**src/rtl/cst_pkg.sv**
```systemverilog
// Shared types and constants for the collation source tokenizer.
// Holds the channel payload structs, the controller/datapath command and status
// structs, character codes and the keyword table. No dependencies.
`timescale 1ns / 1ps
`default_nettype none

package cst_pkg;

  // Input item: one source byte or an end-of-input mark.
  typedef struct packed {
    logic [7:0] source_byte;
    logic       end_of_input;
  } cst_in_t;

  // Result item: one token, or one byte of a token's text.
  typedef struct packed {
    logic [3:0]  token_kind;
    logic [7:0]  text_byte;
    logic        text_valid;
    logic        last_of_token;
    logic [15:0] line_number;
    logic        text_overflow;
  } cst_out_t;

  // Token kinds. Keyword kinds follow TK_CHARMAP in keyword table order.
  localparam logic [3:0] TK_END     = 4'd0;
  localparam logic [3:0] TK_SEP     = 4'd1;
  localparam logic [3:0] TK_NEWLINE = 4'd2;
  localparam logic [3:0] TK_QUOTED  = 4'd3;
  localparam logic [3:0] TK_SYMBOL  = 4'd4;
  localparam logic [3:0] TK_CHARMAP = 4'd5;

  // Character codes.
  localparam logic [7:0] CH_TAB    = 8'h09;
  localparam logic [7:0] CH_NL     = 8'h0A;
  localparam logic [7:0] CH_SPACE  = 8'h20;
  localparam logic [7:0] CH_QUOTE  = 8'h22;
  localparam logic [7:0] CH_HASH   = 8'h23;
  localparam logic [7:0] CH_LPAREN = 8'h28;
  localparam logic [7:0] CH_RPAREN = 8'h29;
  localparam logic [7:0] CH_COMMA  = 8'h2C;
  localparam logic [7:0] CH_SEMI   = 8'h3B;
  localparam logic [7:0] CH_LT     = 8'h3C;
  localparam logic [7:0] CH_GT     = 8'h3E;
  localparam logic [7:0] CH_BSL    = 8'h5C;
  localparam logic [7:0] CH_LX     = 8'h78;
  localparam logic [7:0] CH_LBRACE = 8'h7B;
  localparam logic [7:0] CH_RBRACE = 8'h7D;

  // Keyword table, each string right-aligned in 80 bits.
  localparam int KW_COUNT = 5;
  localparam logic [KW_COUNT-1:0][79:0] KW_STR = {
    80'("..."), 80'("order"), 80'("with"), 80'("substitute"), 80'("charmap")
  };
  localparam logic [KW_COUNT-1:0][3:0] KW_LEN = {4'd3, 4'd5, 4'd4, 4'd10, 4'd7};

  // Character at a position of a keyword; valid only below the keyword length.
  function automatic logic [7:0] kw_char(input int idx, input logic [3:0] pos);
    logic [79:0] s;
    logic [6:0]  sh;
    s  = KW_STR[idx];
    sh = 7'(({3'b000, KW_LEN[idx]} - 7'd1 - {3'b000, pos}) << 3);
    return s[sh +: 8];
  endfunction

  // Byte classes seen by the controller.
  typedef enum logic [2:0] {
    CLS_BLANK, CLS_QUOTE, CLS_SEP, CLS_HASH, CLS_NL, CLS_BSL, CLS_OTHER
  } cst_cls_t;

  // Text buffer operations.
  typedef enum logic [2:0] {
    TXT_HOLD, TXT_CLEAR, TXT_START, TXT_APPEND, TXT_BSL_MARK, TXT_BSL_ONLY,
    TXT_BSL_APPEND
  } cst_txt_op_t;

  // Output register loads.
  typedef enum logic [2:0] {
    OUT_NONE, OUT_SEP, OUT_NEWLINE, OUT_END, OUT_KEYWORD, OUT_EMPTY, OUT_DECODED
  } cst_out_op_t;

  // Controller to datapath.
  typedef struct packed {
    logic        pend_ld;
    logic        use_pend;
    cst_txt_op_t txt_op;
    logic        line_inc;
    cst_out_op_t out_op;
    logic        dec_start;
    logic        dec_step;
    logic        word_text;
  } cst_cmd_t;

  // Datapath to controller.
  typedef struct packed {
    cst_cls_t cls;
    logic     kw_hit;
    logic     text_empty;
    logic     slot_free;
    logic     dec_emit;
    logic     dec_end;
  } cst_sts_t;

endpackage

`default_nettype wire

```
**src/rtl/cst_ram.sv**
```systemverilog
// Generic single-port-write, single-port-read RAM with registered read data.
// Used for the token text buffer. No dependencies.
`timescale 1ns / 1ps
`default_nettype none

module cst_ram #(
  parameter int WIDTH = 8,
  parameter int DEPTH = 32,
  localparam int AW = $clog2(DEPTH)
) (
  input  logic             clk,
  input  logic             we,
  input  logic [AW-1:0]    wr_addr,
  input  logic [WIDTH-1:0] wr_data,
  input  logic [AW-1:0]    rd_addr,
  output logic [WIDTH-1:0] rd_data
);

  logic [WIDTH-1:0] mem [DEPTH];
  logic [WIDTH-1:0] rd_data_r;

  // Write port and registered read port.
  always_ff @(posedge clk) begin
    if (we) begin
      mem[wr_addr] <= wr_data;
    end
    rd_data_r <= mem[rd_addr];
  end

  assign rd_data = rd_data_r;

endmodule

`default_nettype wire

```
**src/rtl/cst_dp.sv**
```systemverilog
// Datapath of the collation source tokenizer: byte classifier, text buffer,
// keyword match flags, line counter, escape decoder and output register.
// Depends on cst_pkg and cst_ram.
`timescale 1ns / 1ps
`default_nettype none

module cst_dp #(
  parameter int TEXT_DEPTH = 32
) (
  input  logic              clk,
  input  logic              rst_n,
  input  logic [7:0]        in_byte,
  input  cst_pkg::cst_cmd_t cmd,
  output cst_pkg::cst_sts_t sts,
  input  logic              out_ready,
  output logic              out_valid,
  output cst_pkg::cst_out_t out_data
);
  import cst_pkg::*;

  localparam int AW = $clog2(TEXT_DEPTH);
  localparam int LW = AW + 4;
  localparam logic [AW-1:0] LEN_MAX = AW'(TEXT_DEPTH - 1);

  localparam logic [7:0] CH_D0 = 8'h30;
  localparam logic [7:0] CH_D7 = 8'h37;
  localparam logic [7:0] CH_D9 = 8'h39;
  localparam logic [7:0] CH_UA = 8'h41;
  localparam logic [7:0] CH_UF = 8'h46;
  localparam logic [7:0] CH_LA = 8'h61;
  localparam logic [7:0] CH_LF = 8'h66;

  typedef enum logic [1:0] {ESC_NONE, ESC_BSL, ESC_HEX, ESC_OCT} esc_t;

  function automatic logic [3:0] hex_val(input logic [7:0] c);
    logic [7:0] v;
    v = 8'd0;
    if (c >= CH_D0 && c <= CH_D9) begin
      v = c - CH_D0;
    end else if (c >= CH_LA && c <= CH_LF) begin
      v = c - CH_LA + 8'd10;
    end else if (c >= CH_UA && c <= CH_UF) begin
      v = c - CH_UA + 8'd10;
    end
    return v[3:0];
  endfunction

  function automatic logic [2:0] oct_val(input logic [7:0] c);
    logic [7:0] v;
    v = 8'd0;
    if (c >= CH_D0 && c <= CH_D7) begin
      v = c - CH_D0;
    end
    return v[2:0];
  endfunction

  logic [7:0]          pend_byte_r;
  logic [7:0]          cur_byte;
  cst_cls_t            cls;
  logic [AW-1:0]       length_r, length_nxt;
  logic                overflow_r, overflow_nxt;
  logic [KW_COUNT-1:0] kw_ok_r, kw_ok_nxt;
  logic [KW_COUNT-1:0] kw_hit_vec, kw_step, kw_first;
  logic [3:0]          kw_kind;
  logic [LW-1:0]       len_x;
  logic [15:0]         line_r, line_nxt;
  logic [AW-1:0]       rd_ptr_r, rd_ptr_nxt;
  esc_t                esc_r, esc_nxt;
  logic [1:0]          cnt_r, cnt_nxt;
  logic [7:0]          acc_r, acc_nxt;
  logic                at_end;
  logic                dec_emit;
  logic [7:0]          dec_val;
  logic                ram_we;
  logic [AW-1:0]       ram_wr_addr;
  logic [7:0]          ram_wr_data;
  logic [7:0]          ram_rd_data;
  logic                slot_free;
  logic                out_valid_r, out_valid_nxt;
  cst_out_t            out_r, out_nxt;

  // The current byte is the input byte, or the held byte after a flush.
  assign cur_byte = cmd.use_pend ? pend_byte_r : in_byte;

  // Byte classifier.
  always_comb begin
    unique case (cur_byte) inside
      CH_SPACE, CH_TAB: cls = CLS_BLANK;
      CH_QUOTE:         cls = CLS_QUOTE;
      CH_COMMA, CH_SEMI, CH_LPAREN, CH_RPAREN,
      CH_LBRACE, CH_RBRACE, CH_LT, CH_GT: cls = CLS_SEP;
      CH_HASH:          cls = CLS_HASH;
      CH_NL:            cls = CLS_NL;
      CH_BSL:           cls = CLS_BSL;
      default:          cls = CLS_OTHER;
    endcase
  end

  // Keyword flags: one per keyword, narrowed on each kept character.
  assign len_x = LW'(length_r);

  always_comb begin
    kw_kind = TK_CHARMAP;
    for (int j = 0; j < KW_COUNT; j++) begin
      kw_hit_vec[j] = kw_ok_r[j] && (len_x == LW'(KW_LEN[j]));
      kw_step[j]    = kw_ok_r[j] && (len_x < LW'(KW_LEN[j])) &&
                      (cur_byte == kw_char(j, len_x[3:0]));
      kw_first[j]   = (cur_byte == kw_char(j, 4'd0));
      if (kw_hit_vec[j]) begin
        kw_kind = 4'(TK_CHARMAP + j);
      end
    end
  end

  // Text buffer updates.
  always_comb begin
    length_nxt   = length_r;
    overflow_nxt = overflow_r;
    kw_ok_nxt    = kw_ok_r;
    ram_we       = 1'b0;
    ram_wr_addr  = length_r;
    ram_wr_data  = cur_byte;
    unique case (cmd.txt_op)
      TXT_CLEAR: begin
        length_nxt   = '0;
        overflow_nxt = 1'b0;
      end
      TXT_START: begin
        ram_we       = 1'b1;
        ram_wr_addr  = '0;
        length_nxt   = AW'(1);
        overflow_nxt = 1'b0;
        kw_ok_nxt    = kw_first;
      end
      TXT_APPEND: begin
        if (length_r < LEN_MAX) begin
          ram_we     = 1'b1;
          length_nxt = length_r + 1'b1;
          kw_ok_nxt  = kw_step;
        end else begin
          overflow_nxt = 1'b1;
        end
      end
      TXT_BSL_MARK: begin
        ram_we       = 1'b1;
        ram_wr_addr  = '0;
        ram_wr_data  = CH_BSL;
        length_nxt   = '0;
        overflow_nxt = 1'b0;
        kw_ok_nxt    = '0;
      end
      TXT_BSL_ONLY: begin
        length_nxt = AW'(1);
        kw_ok_nxt  = '0;
      end
      TXT_BSL_APPEND: begin
        ram_we      = 1'b1;
        ram_wr_addr = AW'(1);
        length_nxt  = AW'(2);
        kw_ok_nxt   = '0;
      end
      default: begin
      end
    endcase
  end

  cst_ram #(
    .WIDTH(8),
    .DEPTH(TEXT_DEPTH)
  ) u_text_ram (
    .clk    (clk),
    .we     (ram_we),
    .wr_addr(ram_wr_addr),
    .wr_data(ram_wr_data),
    .rd_addr(rd_ptr_r),
    .rd_data(ram_rd_data)
  );

  // Saturating line counter.
  assign line_nxt = (cmd.line_inc && line_r != 16'hFFFF) ? line_r + 16'd1 : line_r;

  // Escape decoder: consumes the buffered byte at the read pointer.
  assign at_end = ({1'b0, rd_ptr_r} + 1'b1) == {1'b0, length_r};

  always_comb begin
    esc_nxt  = esc_r;
    cnt_nxt  = cnt_r;
    acc_nxt  = acc_r;
    dec_emit = 1'b0;
    dec_val  = ram_rd_data;
    case (esc_r)
      ESC_NONE: begin
        if (ram_rd_data == CH_BSL) begin
          esc_nxt  = ESC_BSL;
          acc_nxt  = 8'd0;
          dec_emit = at_end;
          dec_val  = 8'd0;
        end else begin
          dec_emit = 1'b1;
        end
      end
      ESC_BSL: begin
        if (ram_rd_data == CH_LX) begin
          esc_nxt = ESC_HEX;
          acc_nxt = 8'd0;
          cnt_nxt = 2'd0;
        end else begin
          esc_nxt = ESC_OCT;
          acc_nxt = {5'd0, oct_val(ram_rd_data)};
          cnt_nxt = 2'd1;
        end
        dec_emit = at_end;
        dec_val  = acc_nxt;
      end
      ESC_HEX: begin
        acc_nxt  = {acc_r[3:0], hex_val(ram_rd_data)};
        cnt_nxt  = cnt_r + 2'd1;
        dec_emit = at_end || (cnt_r == 2'd1);
        dec_val  = acc_nxt;
        esc_nxt  = dec_emit ? ESC_NONE : ESC_HEX;
      end
      default: begin
        acc_nxt  = {acc_r[4:0], oct_val(ram_rd_data)};
        cnt_nxt  = cnt_r + 2'd1;
        dec_emit = at_end || (cnt_r == 2'd2);
        dec_val  = acc_nxt;
        esc_nxt  = dec_emit ? ESC_NONE : ESC_OCT;
      end
    endcase
  end

  always_comb begin
    rd_ptr_nxt = rd_ptr_r;
    if (cmd.dec_start) begin
      rd_ptr_nxt = '0;
    end else if (cmd.dec_step) begin
      rd_ptr_nxt = rd_ptr_r + 1'b1;
    end
  end

  // Output register with its load selection.
  assign slot_free     = !out_valid_r || out_ready;
  assign out_valid_nxt = (cmd.out_op != OUT_NONE) || (out_valid_r && !out_ready);

  always_comb begin
    out_nxt               = out_r;
    out_nxt.line_number   = line_nxt;
    out_nxt.text_byte     = 8'd0;
    out_nxt.text_valid    = 1'b0;
    out_nxt.last_of_token = 1'b1;
    out_nxt.text_overflow = 1'b0;
    unique case (cmd.out_op)
      OUT_SEP: begin
        out_nxt.token_kind = TK_SEP;
        out_nxt.text_byte  = cur_byte;
        out_nxt.text_valid = 1'b1;
      end
      OUT_NEWLINE: out_nxt.token_kind = TK_NEWLINE;
      OUT_END:     out_nxt.token_kind = TK_END;
      OUT_KEYWORD: out_nxt.token_kind = kw_kind;
      OUT_EMPTY: begin
        out_nxt.token_kind    = cmd.word_text ? TK_SYMBOL : TK_QUOTED;
        out_nxt.text_overflow = overflow_r;
      end
      OUT_DECODED: begin
        out_nxt.token_kind    = cmd.word_text ? TK_SYMBOL : TK_QUOTED;
        out_nxt.text_byte     = dec_val;
        out_nxt.text_valid    = 1'b1;
        out_nxt.last_of_token = at_end;
        out_nxt.text_overflow = overflow_r;
      end
      default: out_nxt = out_r;
    endcase
  end

  // Control registers.
  always_ff @(posedge clk) begin
    if (!rst_n) begin
      length_r    <= '0;
      overflow_r  <= 1'b0;
      kw_ok_r     <= '0;
      line_r      <= 16'd0;
      rd_ptr_r    <= '0;
      esc_r       <= ESC_NONE;
      cnt_r       <= 2'd0;
      out_valid_r <= 1'b0;
    end else begin
      length_r    <= length_nxt;
      overflow_r  <= overflow_nxt;
      kw_ok_r     <= kw_ok_nxt;
      line_r      <= line_nxt;
      rd_ptr_r    <= rd_ptr_nxt;
      esc_r       <= cmd.dec_start ? ESC_NONE : (cmd.dec_step ? esc_nxt : esc_r);
      cnt_r       <= cmd.dec_step ? cnt_nxt : cnt_r;
      out_valid_r <= out_valid_nxt;
    end
  end

  // Payload registers.
  always_ff @(posedge clk) begin
    if (cmd.pend_ld) begin
      pend_byte_r <= in_byte;
    end
    if (cmd.dec_step) begin
      acc_r <= acc_nxt;
    end
    out_r <= out_nxt;
  end

  assign sts.cls        = cls;
  assign sts.kw_hit     = |kw_hit_vec;
  assign sts.text_empty = (length_r == '0);
  assign sts.slot_free  = slot_free;
  assign sts.dec_emit   = dec_emit;
  assign sts.dec_end    = at_end;

  assign out_valid = out_valid_r;
  assign out_data  = out_r;

endmodule

`default_nettype wire

```
**src/rtl/cst_ctrl.sv**
```systemverilog
// Controller of the collation source tokenizer: scan mode and the sequencer
// that accepts bytes, flushes buffered text and emits trailing tokens.
// Depends on cst_pkg.
`timescale 1ns / 1ps
`default_nettype none

module cst_ctrl (
  input  logic              clk,
  input  logic              rst_n,
  input  logic              in_valid,
  input  logic              in_eoi,
  output logic              in_ready,
  input  cst_pkg::cst_sts_t sts,
  output cst_pkg::cst_cmd_t cmd
);
  import cst_pkg::*;

  typedef enum logic [2:0] {S_IN, S_FLUSH, S_RD, S_PROC, S_TAIL} state_t;
  typedef enum logic [2:0] {
    MODE_IDLE, MODE_STRING, MODE_COMMENT, MODE_WORD, MODE_SLASH
  } mode_t;
  typedef enum logic [1:0] {PEND_NONE, PEND_EOI, PEND_IDLE} pend_t;

  state_t state_r, state_nxt;
  mode_t  mode_r, mode_nxt;
  pend_t  pend_r, pend_nxt;
  logic   word_r, word_nxt;
  logic   accept;
  logic   tail_slot;

  assign in_ready = (state_r == S_IN) && sts.slot_free;
  assign accept   = in_valid && in_ready;

  // The trailing token after a flush needs the output register only for these.
  assign tail_slot = (pend_r == PEND_EOI) ||
                     ((pend_r == PEND_IDLE) && (sts.cls == CLS_SEP || sts.cls == CLS_NL));

  always_comb begin
    state_nxt     = state_r;
    mode_nxt      = mode_r;
    pend_nxt      = pend_r;
    word_nxt      = word_r;
    cmd           = '0;
    cmd.txt_op    = TXT_HOLD;
    cmd.out_op    = OUT_NONE;
    cmd.use_pend  = (state_r == S_TAIL);
    cmd.word_text = word_r;
    cmd.pend_ld   = accept;

    unique case (state_r)
      // Take one byte; most bytes finish here in the same cycle.
      S_IN: begin
        if (accept) begin
          if (in_eoi) begin
            unique case (mode_r)
              MODE_STRING: begin
                word_nxt  = 1'b0;
                pend_nxt  = PEND_EOI;
                state_nxt = S_FLUSH;
              end
              MODE_WORD: begin
                word_nxt  = 1'b1;
                pend_nxt  = PEND_EOI;
                state_nxt = S_FLUSH;
              end
              MODE_SLASH: begin
                cmd.txt_op = TXT_BSL_ONLY;
                word_nxt   = 1'b1;
                pend_nxt   = PEND_EOI;
                state_nxt  = S_FLUSH;
              end
              default: begin
                cmd.out_op = OUT_END;
                cmd.txt_op = TXT_CLEAR;
                mode_nxt   = MODE_IDLE;
              end
            endcase
          end else begin
            unique case (mode_r)
              MODE_IDLE: begin
                unique case (sts.cls)
                  CLS_BLANK: begin
                  end
                  CLS_QUOTE: begin
                    cmd.txt_op = TXT_CLEAR;
                    mode_nxt   = MODE_STRING;
                  end
                  CLS_SEP:  cmd.out_op = OUT_SEP;
                  CLS_HASH: mode_nxt = MODE_COMMENT;
                  CLS_NL: begin
                    cmd.line_inc = 1'b1;
                    cmd.out_op   = OUT_NEWLINE;
                  end
                  CLS_BSL: begin
                    cmd.txt_op = TXT_BSL_MARK;
                    mode_nxt   = MODE_SLASH;
                  end
                  default: begin
                    cmd.txt_op = TXT_START;
                    mode_nxt   = MODE_WORD;
                  end
                endcase
              end
              MODE_STRING: begin
                if (sts.cls == CLS_QUOTE) begin
                  word_nxt  = 1'b0;
                  pend_nxt  = PEND_NONE;
                  state_nxt = S_FLUSH;
                end else begin
                  cmd.txt_op = TXT_APPEND;
                end
              end
              MODE_COMMENT: begin
                if (sts.cls == CLS_NL) begin
                  cmd.line_inc = 1'b1;
                  cmd.out_op   = OUT_NEWLINE;
                  mode_nxt     = MODE_IDLE;
                end
              end
              MODE_SLASH: begin
                unique case (sts.cls) inside
                  CLS_NL: begin
                    cmd.line_inc = 1'b1;
                    mode_nxt     = MODE_IDLE;
                  end
                  CLS_BLANK, CLS_HASH, CLS_SEP: begin
                    cmd.txt_op = TXT_BSL_ONLY;
                    word_nxt   = 1'b1;
                    pend_nxt   = PEND_IDLE;
                    state_nxt  = S_FLUSH;
                  end
                  default: begin
                    cmd.txt_op = TXT_BSL_APPEND;
                    mode_nxt   = MODE_WORD;
                  end
                endcase
              end
              default: begin
                unique case (sts.cls) inside
                  CLS_BLANK, CLS_HASH, CLS_SEP, CLS_NL: begin
                    word_nxt  = 1'b1;
                    pend_nxt  = PEND_IDLE;
                    state_nxt = S_FLUSH;
                  end
                  default: cmd.txt_op = TXT_APPEND;
                endcase
              end
            endcase
          end
        end
      end

      // Start a flush: keyword token, empty string, or a pass over the buffer.
      S_FLUSH: begin
        if (word_r && sts.kw_hit) begin
          if (sts.slot_free) begin
            cmd.out_op = OUT_KEYWORD;
            state_nxt  = S_TAIL;
          end
        end else if (sts.text_empty) begin
          if (sts.slot_free) begin
            cmd.out_op = OUT_EMPTY;
            state_nxt  = S_TAIL;
          end
        end else begin
          cmd.dec_start = 1'b1;
          state_nxt     = S_RD;
        end
      end

      // Buffer read in flight.
      S_RD: state_nxt = S_PROC;

      // Decode one buffered byte; stall while a result cannot be placed.
      S_PROC: begin
        if (!sts.dec_emit || sts.slot_free) begin
          cmd.dec_step = 1'b1;
          cmd.out_op   = sts.dec_emit ? OUT_DECODED : OUT_NONE;
          state_nxt    = sts.dec_end ? S_TAIL : S_RD;
        end
      end

      // Handle the byte or end mark that closed the token.
      default: begin
        if (!tail_slot || sts.slot_free) begin
          cmd.txt_op = TXT_CLEAR;
          mode_nxt   = MODE_IDLE;
          state_nxt  = S_IN;
          if (pend_r == PEND_EOI) begin
            cmd.out_op = OUT_END;
          end else if (pend_r == PEND_IDLE) begin
            unique case (sts.cls)
              CLS_SEP:  cmd.out_op = OUT_SEP;
              CLS_HASH: mode_nxt = MODE_COMMENT;
              CLS_NL: begin
                cmd.line_inc = 1'b1;
                cmd.out_op   = OUT_NEWLINE;
              end
              default: begin
              end
            endcase
          end
        end
      end
    endcase
  end

  always_ff @(posedge clk) begin
    if (!rst_n) begin
      state_r <= S_IN;
      mode_r  <= MODE_IDLE;
      pend_r  <= PEND_NONE;
      word_r  <= 1'b0;
    end else begin
      state_r <= state_nxt;
      mode_r  <= mode_nxt;
      pend_r  <= pend_nxt;
      word_r  <= word_nxt;
    end
  end

endmodule

`default_nettype wire

```
**src/rtl/collation_source_tokenizer.sv**
```systemverilog
// Collation source tokenizer: top level joining the controller and datapath.
// Depends on cst_pkg, cst_ctrl, cst_dp and cst_ram.
//
// Usage:
// - Input channel (in_valid/in_ready/in_data) takes one source byte per
//   transfer, or an end-of-input mark. Result channel (out_valid/out_ready/
//   out_data) gives tokens and decoded text bytes, one per transfer.
// - Blanks, comments, string bodies and word characters are handled in the cycle in which they are taken.
//   Separators and newlines give their token in the cycle after the transfer.
// - A byte that closes a string or word starts a flush: a set-up state, then a
//   text buffer read and then a decode step for each buffered byte, then the
//   closing token. Keywords and empty strings are placed in the set-up state
//   and skip the buffer pass. The buffer's registered read is why each byte
//   needs a read step before its decode.
// - Input is taken only while the output register is free or being drained.
//   When the receiver stalls, the result holds in the output register and the
//   block stops at the next result it has to place.
// - After reset the block is between tokens, at line zero, with an empty
//   buffer; in_ready is high once reset is released.
// - TEXT_DEPTH sets the text buffer; it keeps TEXT_DEPTH-1 characters.
`timescale 1ns / 1ps
`default_nettype none

module collation_source_tokenizer #(
  parameter int TEXT_DEPTH = 32
) (
  input  logic              clk,
  input  logic              rst_n,
  input  logic              in_valid,
  output logic              in_ready,
  input  cst_pkg::cst_in_t  in_data,
  output logic              out_valid,
  input  logic              out_ready,
  output cst_pkg::cst_out_t out_data
);
  import cst_pkg::*;

  cst_cmd_t cmd;
  cst_sts_t sts;

  // Sequencer.
  cst_ctrl u_ctrl (
    .clk     (clk),
    .rst_n   (rst_n),
    .in_valid(in_valid),
    .in_eoi  (in_data.end_of_input),
    .in_ready(in_ready),
    .sts     (sts),
    .cmd     (cmd)
  );

  // Buffer, decoder and output register.
  cst_dp #(
    .TEXT_DEPTH(TEXT_DEPTH)
  ) u_dp (
    .clk      (clk),
    .rst_n    (rst_n),
    .in_byte  (in_data.source_byte),
    .cmd      (cmd),
    .sts      (sts),
    .out_ready(out_ready),
    .out_valid(out_valid),
    .out_data (out_data)
  );

endmodule

`default_nettype wire
```
**config.mk**
```make
export PLATFORM = sky130hd
export DESIGN_NAME = collation_source_tokenizer
export DESIGN_NICKNAME = d
export VERILOG_FILES = /design/src/rtl/cst_pkg.sv /design/src/rtl/cst_ram.sv /design/src/rtl/cst_dp.sv /design/src/rtl/cst_ctrl.sv /design/src/rtl/collation_source_tokenizer.sv
export SDC_FILE = /design/constraint.sdc
export NUM_CORES = 1
export LEC_CHECK = 0
export ABC_AREA = 1
export BUFFER_PORTS_ARGS = -buffer_cell sky130_fd_sc_hd__buf_2
export CAP_MARGIN = 20
export CORE_MARGIN = 2
export CORE_UTILIZATION = 40
export CTS_CLUSTER_DIAMETER = 40
export DETAILED_ROUTE_END_ITERATION = 7
export GPL_TIMING_DRIVEN = 0
export PLACE_DENSITY = 0.66
export SYNTH_ARGS = -nofsm -noshare
export SYNTH_HDL_FRONTEND = slang
export SYNTH_SLANG_ARGS = --single-unit
```
**constraint.sdc**
```tcl
create_clock -name clk -period 4.15 [get_ports clk]
set_clock_uncertainty 0.05 [all_clocks]
set_input_delay 0.6225 -clock clk [delete_from_list [all_inputs] [get_ports clk]]
set_output_delay 0.6225 -clock clk [all_outputs]
set_load 0.005 [all_outputs]
```
Word-level counts from Yosys, hierarchy flattened
Memory sizes are Yosys's and may differ from the RTL's. A register that Yosys moved wholly into a read port is not among the register bits.
Cells that the tools add are included.
Widths: inputs -> output; s select.
{ "word_totals": {"register_bits": 90, "ramBits": 256, "output_inout_bits": 33, "memories": 1} }
{ "classes": {"addsub": 15, "order_cmp": 13, "eq_ne": 84, "shifts": 5, "mux": 113, "n_bitwise": 3, "n_reduce_logical": 86} }
{ "memory_table": {"columns": ["name", "words", "width", "read_ports", "rd_clocked_by_memory_dff", "wr", "line", "text"], "rows": [
  ["u_dp.u_text_ram.mem", 32, 8, 1, 1, 1, "cst_ram.sv:19", "logic [WIDTH-1:0] mem [DEPTH];"]
]} }
{ "op_table": {"columns": ["op", "count"], "rows": [
  ["$shiftx 80x8->8 const A", 5],
  ["$mux 3", 31],
  ["$eq 8x6->1 const B", 10],
  ["$eq 8x7->1 const B", 9],
  ["$pmux 3 s4", 4],
  ["$eq 8x8->1", 5],
  ["$eq 3x2->1 const B", 10],
  ["$eq 3x3->1 const B", 10],
  ["$pmux 3 s2", 5],
  ["$pmux 5 s3", 2],
  ["$mux 2", 14],
  ["$mux 4", 7],
  ["$pmux 3 s3", 3],
  ["$pmux 9 s3", 1],
  ["$logic_and 1x1->1", 25],
  ["$mux 8", 3],
  ["$pmux 8 s3", 1],
  ["$reduce_or 3->1", 7],
  ["$mux 5", 4],
  ["$ne 4x4->1 const B", 5],
  ["$pmux 4 s5", 1],
  ["$pmux 5 s4", 1],
  ["$reduce_or 2->1", 10],
  ["$mux 1", 19],
  ["other kinds (57)", 127]
]} }

Logic depth before layout (Yosys ltp)
Gate-level depths: netlist (run 1).
{ "logic_depth": {"depth_word": 18, "depth_mapped": 24} }

Hierarchy
From an unflattened synthesis (run 1), not the netlist that was laid out.
{ "hier_totals": {"cells_unflattened": 1984, "area_unflattened_um2": 17828.3} }
{ "by_module_without_submodules": {"columns": ["mod", "n_inst", "cells_per_inst", "area_each_um2", "seq_area_each_um2"], "rows": [
  ["cst_ram", 1, 922, 10786.6, 7847.5],
  ["cst_dp", 1, 854, 5913.2, 2062.0],
  ["cst_ctrl", 1, 208, 1128.6, 180.2]
]} }

Worst setup path after synthesis (run 1)
Ideal clock, no wire load.
{ "synth_timing": {"path_type": "input port to flip-flop", "start": "input port in_data[6] (netlist name)", "end": "memory u_dp.u_text_ram.mem[28][0] (enable)", "arrival_time_ns": 3.112, "required_time_ns": 3.730, "setup_slack_ns": 0.618, "stages": 21, "path_buffers": 0, "cell_sequence": "nand2_1 > nand2_1 > nand2_1 > nor2_2 > and2_2 > nand2_1 > nand2_2 > inv_1 > nand2_2 > nand2_2 > nand2_1 > nand2_1 > inv_2 > nand2_4 > nand2_8 > nand3_4 > nand2_2 > nand2_4 > inv_4 > nand3_4 > nor2_1"} }
{ "synth_via": {"elab_chain_len": 17, "elab_cells_between_ends": 50, "classes_between": "23 x eq/ne; 15 x mux; 12 x reduce/logical"} }
{ "synth_lines": {"columns": ["item", "line", "text"], "rows": [
  ["start, declared", "collation_source_tokenizer.sv:31", "input cst_pkg::cst_in_t in_data,"],
  ["$mux 8 (*)", "cst_dp.sv:83", "assign cur_byte = cmd.use_pend ? pend_byte_r : in_byte;"],
  ["$eq 8x6->1 (no source line) (tied with other cells)", null, null],
  ["$reduce_or 8->1 / $reduce_or 2->1 (equally long branches)", "cst_dp.sv:87", "unique case (cur_byte) inside"],
  ["$pmux 3 s6 (*)", "cst_dp.sv:87", null],
  ["branches (longest 7 deep; another with $mux 7)", null, null],
  ["$pmux 4 s2 (*)", "cst_ctrl.sv:50", "unique case (state_r)"],
  ["$eq 3x2->1 / $eq 3x3->1 (equally long branches)", "cst_dp.sv:123", "unique case (cmd.txt_op)"],
  ["$reduce_or 3->1 (no source line)", null, null],
  ["$pmux 1 s2", "cst_dp.sv:123", null],
  ["$mux 1", "cst_ram.sv:24", "if (we) begin"],
  ["$mux 1 (not written as such)", "cst_ram.sv:25", "mem[wr_addr] <= wr_data;"],
  ["end, declared", "cst_ram.sv:19", null]
]} }
Mark *: on every way between the ends.

Worst setup path in the final report (run 1)
{ "layout_timing": {"start": "register u_ctrl.state_r[2]", "end": "memory u_dp.u_text_ram.mem[21][4] (enable)"} }
{ "layout_via": {"elab_chain_len": 18, "elab_cells_between_ends": 58, "classes_between": "27 x eq/ne; 15 x mux; 16 x reduce/logical"} }
{ "layout_lines": {"columns": ["item", "line", "text"], "rows": [
  ["start, declared", "cst_ctrl.sv:24", "state_t state_r, state_nxt;"],
  ["start signal, assigned", "cst_ctrl.sv:215", "state_r <= state_nxt;"],
  ["branches (longest 12 deep; another with $mux 8)", null, null],
  ["$pmux 4 s2 (*)", "cst_ctrl.sv:50", null],
  ["$eq 3x2->1 / $eq 3x3->1 (equally long branches)", "cst_dp.sv:123", null],
  ["$reduce_or 3->1 (no source line)", null, null],
  ["$pmux 1 s2", "cst_dp.sv:123", null],
  ["$mux 1", "cst_ram.sv:24", null],
  ["$mux 1 (not written as such)", "cst_ram.sv:25", null]
]} }
Marked as above.

==> results.cfg, run 1 <==
[sta]
clock.fmax_ghz = 0.251
slew-limit-headroom_pct = 21.4
fin_worst_hold_slack_ns = 0.206
timing.setup.tns_ns = 0
timing_hold_violations_final = 0
final-max-slew-violation-count = 0
timing.final.crit_period_ns = 3.98
setup_viol = 0
rsz0062_at_grt = yes
worst_slew_pin_slew_ns = 1.17
final_min_period_over_clock_period_pct = 96.0

[critical_path]
cp-endpoint = u_dp.u_text_ram.mem[21][4]$_DFFE_PP_
endpoint_kind = flip-flop
setup.worst_path.start_class = flip-flop
worstPathArrival_ns = 4.16
path_class = flip-flop to flip-flop
cp_max_fo = 18
cp.required_ns = 4.32
worst_r2r_endpoint = u_dp.u_text_ram.mem[21][4]$_DFFE_PP_
reg2regPathDepth = 21
rr_startpoint = u_ctrl.state_r[2]$_SDFFE_PN0P_
timing.reg2reg.setup_slack_ns = 0.17
worstSetupStartpoint = u_ctrl.state_r[2]$_SDFFE_PN0P_

[yosys]
synth_enable_flop_cells = 300
synth-async-reset-ratio_pct = 0
netlist_area_um2 = 17200
netlist_instances = 1762
synthDistinctLibCells = 52
synth_seq_cells = 354
synth.yosys.warnings = 0
synth_fp_nets = 1803
syn_area_per_cell_um2 = 9.74
synth_seq_area_share_pct = 58.8
synth_top_flop_cell = edfxtp_1

[clocking]
h_tree_lvl_count = 2
cts_root_buf = clkbuf_16
clk_pin_slew_ns = 0.06
clkLatencyLatePin_ns = 0.59
cts_buffers = 50
cts_tree = built
clock_path_buffers = 3
tritoncts_num_sinks = 354

[global_route]
grt_start_max_net_pins = 41
grt_first_pass_wirelength_mm = 75.8
globalRoute.totalOverflow = 0
antenna_found_initial = 0
grt_pass1_vias = 12800
grt.total_usage_pct = 22.7

[final_layout]
fillerInstances = 3808
drive_gt1_share_pct = 14.7
synthToLayoutAreaGrowth_pct = 18.5
antenna_cells = 0
num-nets-final = 1915
final-instance-count-excl-fill = 2452

[placement]
gpl.final_weighted_congestion = 0.974
place.port_buffers = 45
post-place-cells = 2348
dp.final_hpwl_mm = 35.1

[floorplan]
die_height_um = 211
core_area_um2 = 42100
chipWidth_um = 211
io_pins = 46
initial_utilization_pct = 40.7
row_count = 75
floorplan.die_area_um2 = 44600

[routing]
route.final.wire_length_mm = 51.6
routedWlPerCell_um = 21.0
route.antenna.remaining_nets = 0
detailroute.via_count = 13600
first_iter_violations = 1588
drcViolationCount = 0
avgViaCountPerCell = 5.56
drt_first_pass_iters = 5

[run_status]
outcome = finished, final reports clean

[pwr]
static-leakage-power_nw = 7.54
max-vdd-ir-drop_uv = 362
powerDensity_nw_per_um2 = 615

[min_path]
hold_wc_path_type = input port to flip-flop

[flow_run]
cap_viol_max_count = 0
==> sequential cells by signal (all words and copies together) (netlist names), 5 cells and up <==
register,count
u_dp.out_data,31
u_dp.u_text_ram.mem,256
u_dp.rd_ptr_r,5
u_dp.length_r,5
u_dp.u_text_ram.rd_data,8
u_dp.pend_byte_r,8
u_dp.line_r,16
u_dp.kw_ok_r,5
u_dp.acc_r,5
==> cells in the mapped netlist, types with 13 or more instances <==
| cell | instances | share of area [%] |
|---|---|---|
| edfxtp_1 | 300 | 53 |
| nand2_4 | 13 | 0.85 |
| xor2_1 | 26 | 1.3 |
| o21ai_0 | 198 | 5.8 |
| nand2_1 | 251 | 5.5 |
| ha_1 | 28 | 2.0 |
| nor2_1 | 293 | 6.4 |
| nand4_1 | 18 | 0.66 |
| dfxtp_1 | 54 | 6.3 |
| nand2_2 | 30 | 1.1 |
| nand3_1 | 74 | 2.2 |
| a21oi_1 | 54 | 1.6 |
| clkbuf_1 | 62 | 1.4 |
| inv_1 | 129 | 2.8 |
| o22ai_1 | 80 | 2.9 |
| nor3_1 | 30 | 0.87 |
==> how the worst min path moves through the flow <==
stage | from | endpoint | cells past startpoint
2_1_floorplan | u_dp.overflow_r$_SDFFE_PN0P_ | u_dp.overflow_r$_SDFFE_PN0P_ | 2
3_3_place_gp | u_dp.overflow_r$_SDFFE_PN0P_ | u_dp.overflow_r$_SDFFE_PN0P_ | 2
3_5_place_dp | u_dp.overflow_r$_SDFFE_PN0P_ | u_dp.overflow_r$_SDFFE_PN0P_ | 2
4_1_cts | in_data[2] | u_dp.pend_byte_r[1]$_DFFE_PP_ | 1
5_1_grt | in_data[1] | u_dp.pend_byte_r[0]$_DFFE_PP_ | 1
6_report | in_data[2] | u_dp.pend_byte_r[1]$_DFFE_PP_ | 1
==> through the flow <==
stage          worst slack (ns)  instance area (um^2)  utilization, %  power, mW
2_1_floorplan             0.618                 17200               -       6.87
3_3_place_gp             -0.907                 18100            42.9       8.02
3_5_place_dp             -0.798                 18100            43.0       8.10
4_1_cts                 0.00330                 19900            47.2       12.3
5_1_grt                 -0.0919                 20300            48.3       13.1
6_report                  0.165                 20300            48.3       12.5
==> kinds of logic after synthesis <==
family                   after synthesis  share of synthesized area [%]
adder cells (fa/ha/maj)               28                           2.04
AO/OA/AOI/OAI                        375                           12.3
AND/OR/NAND/NOR                      758                           20.2
buffers and inverters                215                           5.03
flip-flops                           354                           58.8
XOR/XNOR                              32                           1.63
==> power breakdown <==
part           internal (mW)  switching, mW
Combinational           1.09           2.66
Sequential              4.37          0.166
Clock                   2.59           1.64
==> final cells by class <==
| type | count | area [um^2] | share of cell area (%) |
|---|---|---|---|
| plain buffers | 74 | 330 | 1.62 |
| clock buffers | 59 | 1290 | 6.37 |
| clock inverters | 32 | 375 | 1.85 |
| inverters | 141 | 537 | 2.64 |
| multi-input cells | 1196 | 6630 | 32.6 |
| flip-flops and latches | 354 | 10100 | 49.6 |
| well taps | 539 | 674 | 3.32 |
| repair buffers | 57 | 405 | 1.99 |
==> critical path, cell delays in order (launching register included) <==
cell,delay [ns]
dfxtp_1,0.33
buf_4,0.19
clkbuf_4,0.26
nand3_2,0.28
nand2_8,0.27
nand2_2,0.10
nor2_2,0.20
nand2_1,0.07
nand2_1,0.07
nor2_1,0.06
nand2_2,0.07
nand2_1,0.12
o21bai_2,0.15
nand2_2,0.11
nand2_8,0.17
nand2_2,0.08
buf_6,0.15
nand2_4,0.06
nand2_4,0.08
nor2_4,0.11
nand2_2,0.14
nor2_2,0.48
==> metal layers <==
layer | wire, um | global-route usage [%] | up-vias
met5 | 0 | 0 | -
met4 | 1440 | 7.46 | 0
met3 | 4650 | 5.14 | 100
met2 | 23300 | 35.0 | 563
met1 | 22200 | 31.7 | 6581
li1 | - | - | 6401
==> cells in the final DEF, fill, tap and decap left out, types with 8 or more instances in the layout <==
cell,Yosys,routed
edfxtp_1,300,300
nor2_1,293,261
nand2_1,251,243
o21ai_0,198,198
inv_1,129,129
o22ai_1,80,80
clkbuf_1,62,69
nand3_1,74,69
a21oi_1,54,54
dfxtp_1,54,54
clkbuf_16,0,50
buf_2,3,47
nor2_4,2,33
nor3_1,30,30
nand2_2,30,30
ha_1,28,28
xor2_1,26,26
nand4_1,18,18
nand2_4,13,18
buf_4,4,10
nor2_2,9,10
a211oi_1,9,9
nor4_1,8,8
nand2_8,2,8
==> timing repair <==
item / 4_1_cts / 5_1_grt
pin swaps: 0 / 8
hold buffers: 0 / 0
buffers inserted: 0 / 10
gates resized for setup: 41 / 54
setup endpoints to repair: 283 / 283
cloned: 0 / 3
No activity file was read; power rests on OpenSTA's default activity.
==> inputs of run 2 (changes only) <==
--- a/config.mk
+++ b/config.mk
@@ -14,6 +14,7 @@
 export DETAILED_ROUTE_END_ITERATION = 7
 export GPL_TIMING_DRIVEN = 0
 export PLACE_DENSITY = 0.66
+export REMOVE_ABC_BUFFERS = 1
 export SYNTH_ARGS = -nofsm -noshare
 export SYNTH_HDL_FRONTEND = slang
 export SYNTH_SLANG_ARGS = --single-unit
==> results.cfg, run 2 (synthesis gave the netlist of run 1 again) <==
[floorplan]
initial_utilization_pct = 40.7
floorplan.die_area_um2 = 44600
die_height_um = 211
row_count = 75
io_pins = 46
core_area_um2 = 42100
chipWidth_um = 211

[sta]
final_min_period_over_clock_period_pct = 94.7
clock.fmax_ghz = 0.254
timing.final.crit_period_ns = 3.93
timing_hold_violations_final = 0
final-max-slew-violation-count = 0
slew-limit-headroom_pct = 23.3
timing.setup.tns_ns = 0
setup_viol = 0
worst_slew_pin_slew_ns = 1.15

[global_route]
grt_first_pass_wirelength_mm = 70.0
grt_start_max_net_pins = 84
grt_pass1_vias = 12600
antenna_found_initial = 0
grt.total_usage_pct = 20.1
globalRoute.totalOverflow = 0

[final_layout]
antenna_cells = 0
top_register = u_dp.u_text_ram.mem
drive_gt1_share_pct = 14.8
num-nets-final = 1847
largest_register_ff_count = 256
layout.cells.most_common = edfxtp_1
fillerInstances = 3772
layout.cells.most_common_list = edfxtp_1, nor2_1, nand2_1
synthToLayoutAreaGrowth_pct = 16.9
final_core_density_pct = 47.6

[min_path]
holdCritStartpoint = in_data[7]
hold_wc_path_type = input port to flip-flop

[clocking]
cts_root_buf = clkbuf_16
cts_buffers = 47
cts_tree = built
cts_hold_buf = 0
tritoncts_num_sinks = 354
clock_path_buffers = 3
clkLatencyLatePin_ns = 0.58
clk_pin_slew_ns = 0.06
h_tree_lvl_count = 2

[placement]
dp.final_hpwl_mm = 28.3
place.port_buffers = 45
gpl.final_weighted_congestion = 0.904

[routing]
routedWlPerCell_um = 18.9
routedLengthMet1_mm = 19.0
detailroute.via_count = 13100
met3_length_mm = 3.13
first_iter_violations = 1362
drcViolationCount = 0
route.final.wire_length_mm = 45.0
routed.top_layer = met4
drt_first_pass_iters = 5
avgViaCountPerCell = 5.51
route.antenna.remaining_nets = 0
route.met2.wl_mm = 21.7

[critical_path]
path_class = flip-flop to flip-flop
rr_startpoint = u_ctrl.state_r[1]$_SDFFE_PN0P_
cp_max_fo = 35
setup.worst_path.start_class = flip-flop
crit_chain = nor2_4, buf_12, buf_4, nand3_1, nand2_8, nand2_2, nor2_1, nand2_2, nand2_2, nor2_2, nand2_2, nand2_2, nand2_2, nand2_1, nand2_1, nand2_1, nand2_4, nand2_2, nand2_4, nand2_4, nor2_4, nand2_2, nor2_2
worst_path_max_delay_cell = nor2_2
worstSetupStartpoint = u_ctrl.state_r[1]$_SDFFE_PN0P_
slowest_stage_delay_cp_ns = 0.47
critical_path.top_delay_family = simple AND/OR/NAND/NOR gates
worstPathArrival_ns = 4.10
worstPathBufferInverterCount = 2
endpoint_kind = flip-flop
cp.required_ns = 4.32
crit_path_frequent_cell = nand2_2

[run_status]
outcome = finished, final reports clean

[pwr]
static-leakage-power_nw = 7.45
max-vdd-ir-drop_uv = 543
powerDensity_nw_per_um2 = 601

[flow_run]
cap_viol_max_count = 0
==> run 2: path summary, 6_finish.rpt <==
path / end / cells past startpoint / slack [ns]
worst max-delay path: u_dp.u_text_ram.mem[21][5]$_DFFE_PP_ / 23 / 0.22
worst min-delay path: u_dp.pend_byte_r[6]$_DFFE_PP_ / 1 / 0.20
worst max register to register: u_dp.u_text_ram.mem[21][5]$_DFFE_PP_ / 23 / 0.22
worst min register to register: u_ctrl.pend_r[0]$_SDFFE_PN0P_ / 2 / 0.42
==> run 2: area by class of cell <==
cell class	instances	area [um^2]	area share, %
sequential	354	10100	50.4
timing repair buffer	68	613	3.06
multi-input combinational	1194	6550	32.7
tap	539	674	3.36
clock buffer	54	1220	6.10
clock inverter	34	344	1.72
inverter	141	542	2.70
==> run 2: per-stage QoR <==
| step | instance area (um^2) | hold slack, ns | worst slack (ns) | power (mW) | instances |
|---|---|---|---|---|---|
| global route | 20100 | 0.182 | -0.0205 | 12.7 | 2384 |
| CTS | 19800 | 0.164 | 0.0671 | 12.0 | 2373 |
| floorplan | 16800 | 0.377 | -2.51 | 6.80 | 1688 |
| detailed placement | 17900 | 0.411 | -1.11 | 7.93 | 2280 |
| global placement | 17700 | 0.405 | -7.06 | 7.83 | 2272 |
| finish | 20100 | 0.196 | 0.219 | 12.1 | 2384 |
==> run 2: worst register-to-register path: cells and delay by family, from the launching register on <==
kind	cells	cell delay, ns
buffers and inverters	2	0.29
AND/OR/NAND/NOR	21	2.89
flip-flops	1	0.35
==> run 2: repair_timing <==
action                                  CTS  global route
resized for setup                        65            21
buffers inserted                          5            10
endpoints found under the setup margin  345           290
cloned                                    0             1
pin swaps                                 1            12
==> run 2: metal layers <==
metal | global-route usage [%] | vias to the layer above
li1 | - | 6256
met1 | 26.9 | 6310
met2 | 33.3 | 479
met3 | 3.15 | 83
met4 | 6.80 | 0
met5 | 0 | -
==> run 2: power by group <==
| part | switching (mW) | total (mW) | internal [mW] |
|---|---|---|---|
| logic | 2.38 | 3.45 | 1.07 |
| clock network | 1.60 | 3.96 | 2.36 |
| registers | 0.275 | 4.65 | 4.37 |
==> inputs of run 3 (changes only) <==
--- a/config.mk
+++ b/config.mk
@@ -14,6 +14,7 @@
 export DETAILED_ROUTE_END_ITERATION = 7
 export GPL_TIMING_DRIVEN = 0
 export PLACE_DENSITY = 0.66
+export RECOVER_POWER = 100
 export REMOVE_ABC_BUFFERS = 1
 export SYNTH_ARGS = -nofsm -noshare
 export SYNTH_HDL_FRONTEND = slang
==> results.cfg, run 3 (synthesis gave the netlist of run 1 again) <==
[routing]
route.antenna.remaining_nets = 0
avgViaCountPerCell = 5.50
route.final.wire_length_mm = 45.1
drt_first_pass_iters = 5
detailroute.via_count = 13100
drcViolationCount = 0
routedWlPerCell_um = 18.9
first_iter_violations = 1267

[floorplan]
io_pins = 46
chipWidth_um = 211
row_count = 75
initial_utilization_pct = 40.7
die_height_um = 211
core_area_um2 = 42100
floorplan.die_area_um2 = 44600

[placement]
place.port_buffers = 45
post_dp_cell_area_um2 = 17900
post-place-cells = 2280
gpl.final_weighted_congestion = 0.904
dp.final_hpwl_mm = 28.3

[final_layout]
final-instance-count-excl-fill = 2384
drive_gt1_share_pct = 12.6
top_register = u_dp.u_text_ram.mem
num-nets-final = 1847
largest_register_ff_count = 256
antenna_cells = 0
fillerInstances = 3810
layout.cells.most_common_list = edfxtp_1, nor2_1, nand2_1
synthToLayoutAreaGrowth_pct = 16.1
layout.cells.most_common = edfxtp_1
fin_area_um2 = 19900

[clocking]
cts_tree = built
tritoncts_num_sinks = 354
clkLatencyLatePin_ns = 0.59
clock_path_buffers = 3
cts_buffers = 47
clk_pin_slew_ns = 0.06
h_tree_lvl_count = 2
cts_root_buf = clkbuf_16

[sta]
clock.fmax_ghz = 0.255
final_min_period_over_clock_period_pct = 94.7
slew-limit-headroom_pct = 11.1
worst_slew_pin_slew_ns = 1.33
final-max-slew-violation-count = 0
setup_viol = 0
timing_hold_violations_final = 0
timing.final.crit_period_ns = 3.93

[global_route]
grt_start_max_net_pins = 84
globalRoute.totalOverflow = 0
antenna_found_initial = 0
grt_pass1_vias = 12600
grt_first_pass_wirelength_mm = 70.0
grt.total_usage_pct = 20.1

[pwr]
static-leakage-power_nw = 7.32
max-vdd-ir-drop_uv = 543
powerDensity_nw_per_um2 = 603

[critical_path]
path_class = flip-flop to flip-flop
worst_path_max_delay_cell = dfxtp_1
setup.worst_path.start_class = flip-flop
worstPathBufferInverterCount = 2
slowest_stage_delay_cp_ns = 0.90
worstPathArrival_ns = 4.27
crit_chain = inv_1, o31ai_1, nand2_1, xor2_1, nand3_1, o21ai_0, nand2_1, inv_1, nand2_1, nand2_1, a21oi_4, nand2_1, o21ai_0
critical_path.top_delay_family = simple AND/OR/NAND/NOR gates
endpoint_kind = flip-flop
cp_max_fo = 19
crit_path_frequent_cell = nand2_1
cp.required_ns = 4.49
timing.reg2reg.setup_slack_ns = 0.22

[flow_run]
cap_viol_max_count = 0

[min_path]
hold_wc_path_type = input port to flip-flop

[run_status]
outcome = finished, final reports clean
-- run 3: what timing repair did --
item,4_1_cts,5_1_grt
setup endpoints to repair,345,290
cloned,0,1
pin swaps,1,12
resized for setup,65,21
setup buffers,5,10
hold buffers,0,0
-- run 3: power by group --
group          total, mW  internal [mW]  switching, mW
Sequential          4.66           4.38          0.279
Clock               3.96           2.36           1.60
Combinational       3.39           1.02           2.37
Total               12.0           7.76           4.25
-- run 3: worst paths after layout --
kind,endpoint,cells after the start,startpoint
setup reg to reg,u_dp.out_data[26]$_DFFE_PP_,13,u_dp.rd_ptr_r[3]$_SDFFE_PP0P_
setup / recovery,u_dp.out_data[26]$_DFFE_PP_,13,u_dp.rd_ptr_r[3]$_SDFFE_PP0P_
hold reg to reg,u_ctrl.pend_r[0]$_SDFFE_PN0P_,2,u_ctrl.pend_r[0]$_SDFFE_PN0P_
hold / removal,u_dp.pend_byte_r[6]$_DFFE_PP_,1,in_data[7]
-- run 3: metal layers --
metal	routed length (um)	part of all wire (%)	global-route usage, %	vias up
met4	1150	2.6	6.80	0
li1	-	-	-	6247
met2	21800	48	33.3	504
met5	0	0	0	-
met1	18800	42	26.9	6268
met3	3360	7.5	3.15	87
-- run 3: area by class of cell --
class	instances	area (um^2)	share of cell area (%)
flip-flops and latches	354	10100	50.7
repair buffers	68	510	2.56
clock buffers	54	1220	6.14
inverters	141	542	2.72
well taps	539	674	3.39
clock inverters	34	344	1.73
multi-input cells	1194	6520	32.7
-- run 3: through the flow --
stage | setup slack [ns] | utilization, % | setup TNS [ns] | hold WS, ns | total power [mW]
floorplan | -2.51 | - | -143.92 | 0.377 | 6.80
global placement | -7.06 | 42.1 | -851.45 | 0.405 | 7.83
detailed placement | -1.11 | 42.6 | -299.23 | 0.411 | 7.93
CTS | 0.0671 | 47.0 | 0 | 0.164 | 12.0
global route | -0.0110 | 47.3 | -0.117 | 0.233 | 12.6
finish | 0.222 | 47.3 | 0 | 0.231 | 12.0
-- run 3: worst reg2reg max path, cell delays in order, from the launching register on --
cell and delay [ns]:
dfxtp_1 0.90, inv_1 0.63, o31ai_1 0.21, nand2_1 0.11
xor2_1 0.15, nand3_1 0.23, o21ai_0 0.20, nand2_1 0.09
inv_1 0.07, nand2_1 0.19, nand2_1 0.13, a21oi_4 0.25
nand2_1 0.26, o21ai_0 0.29
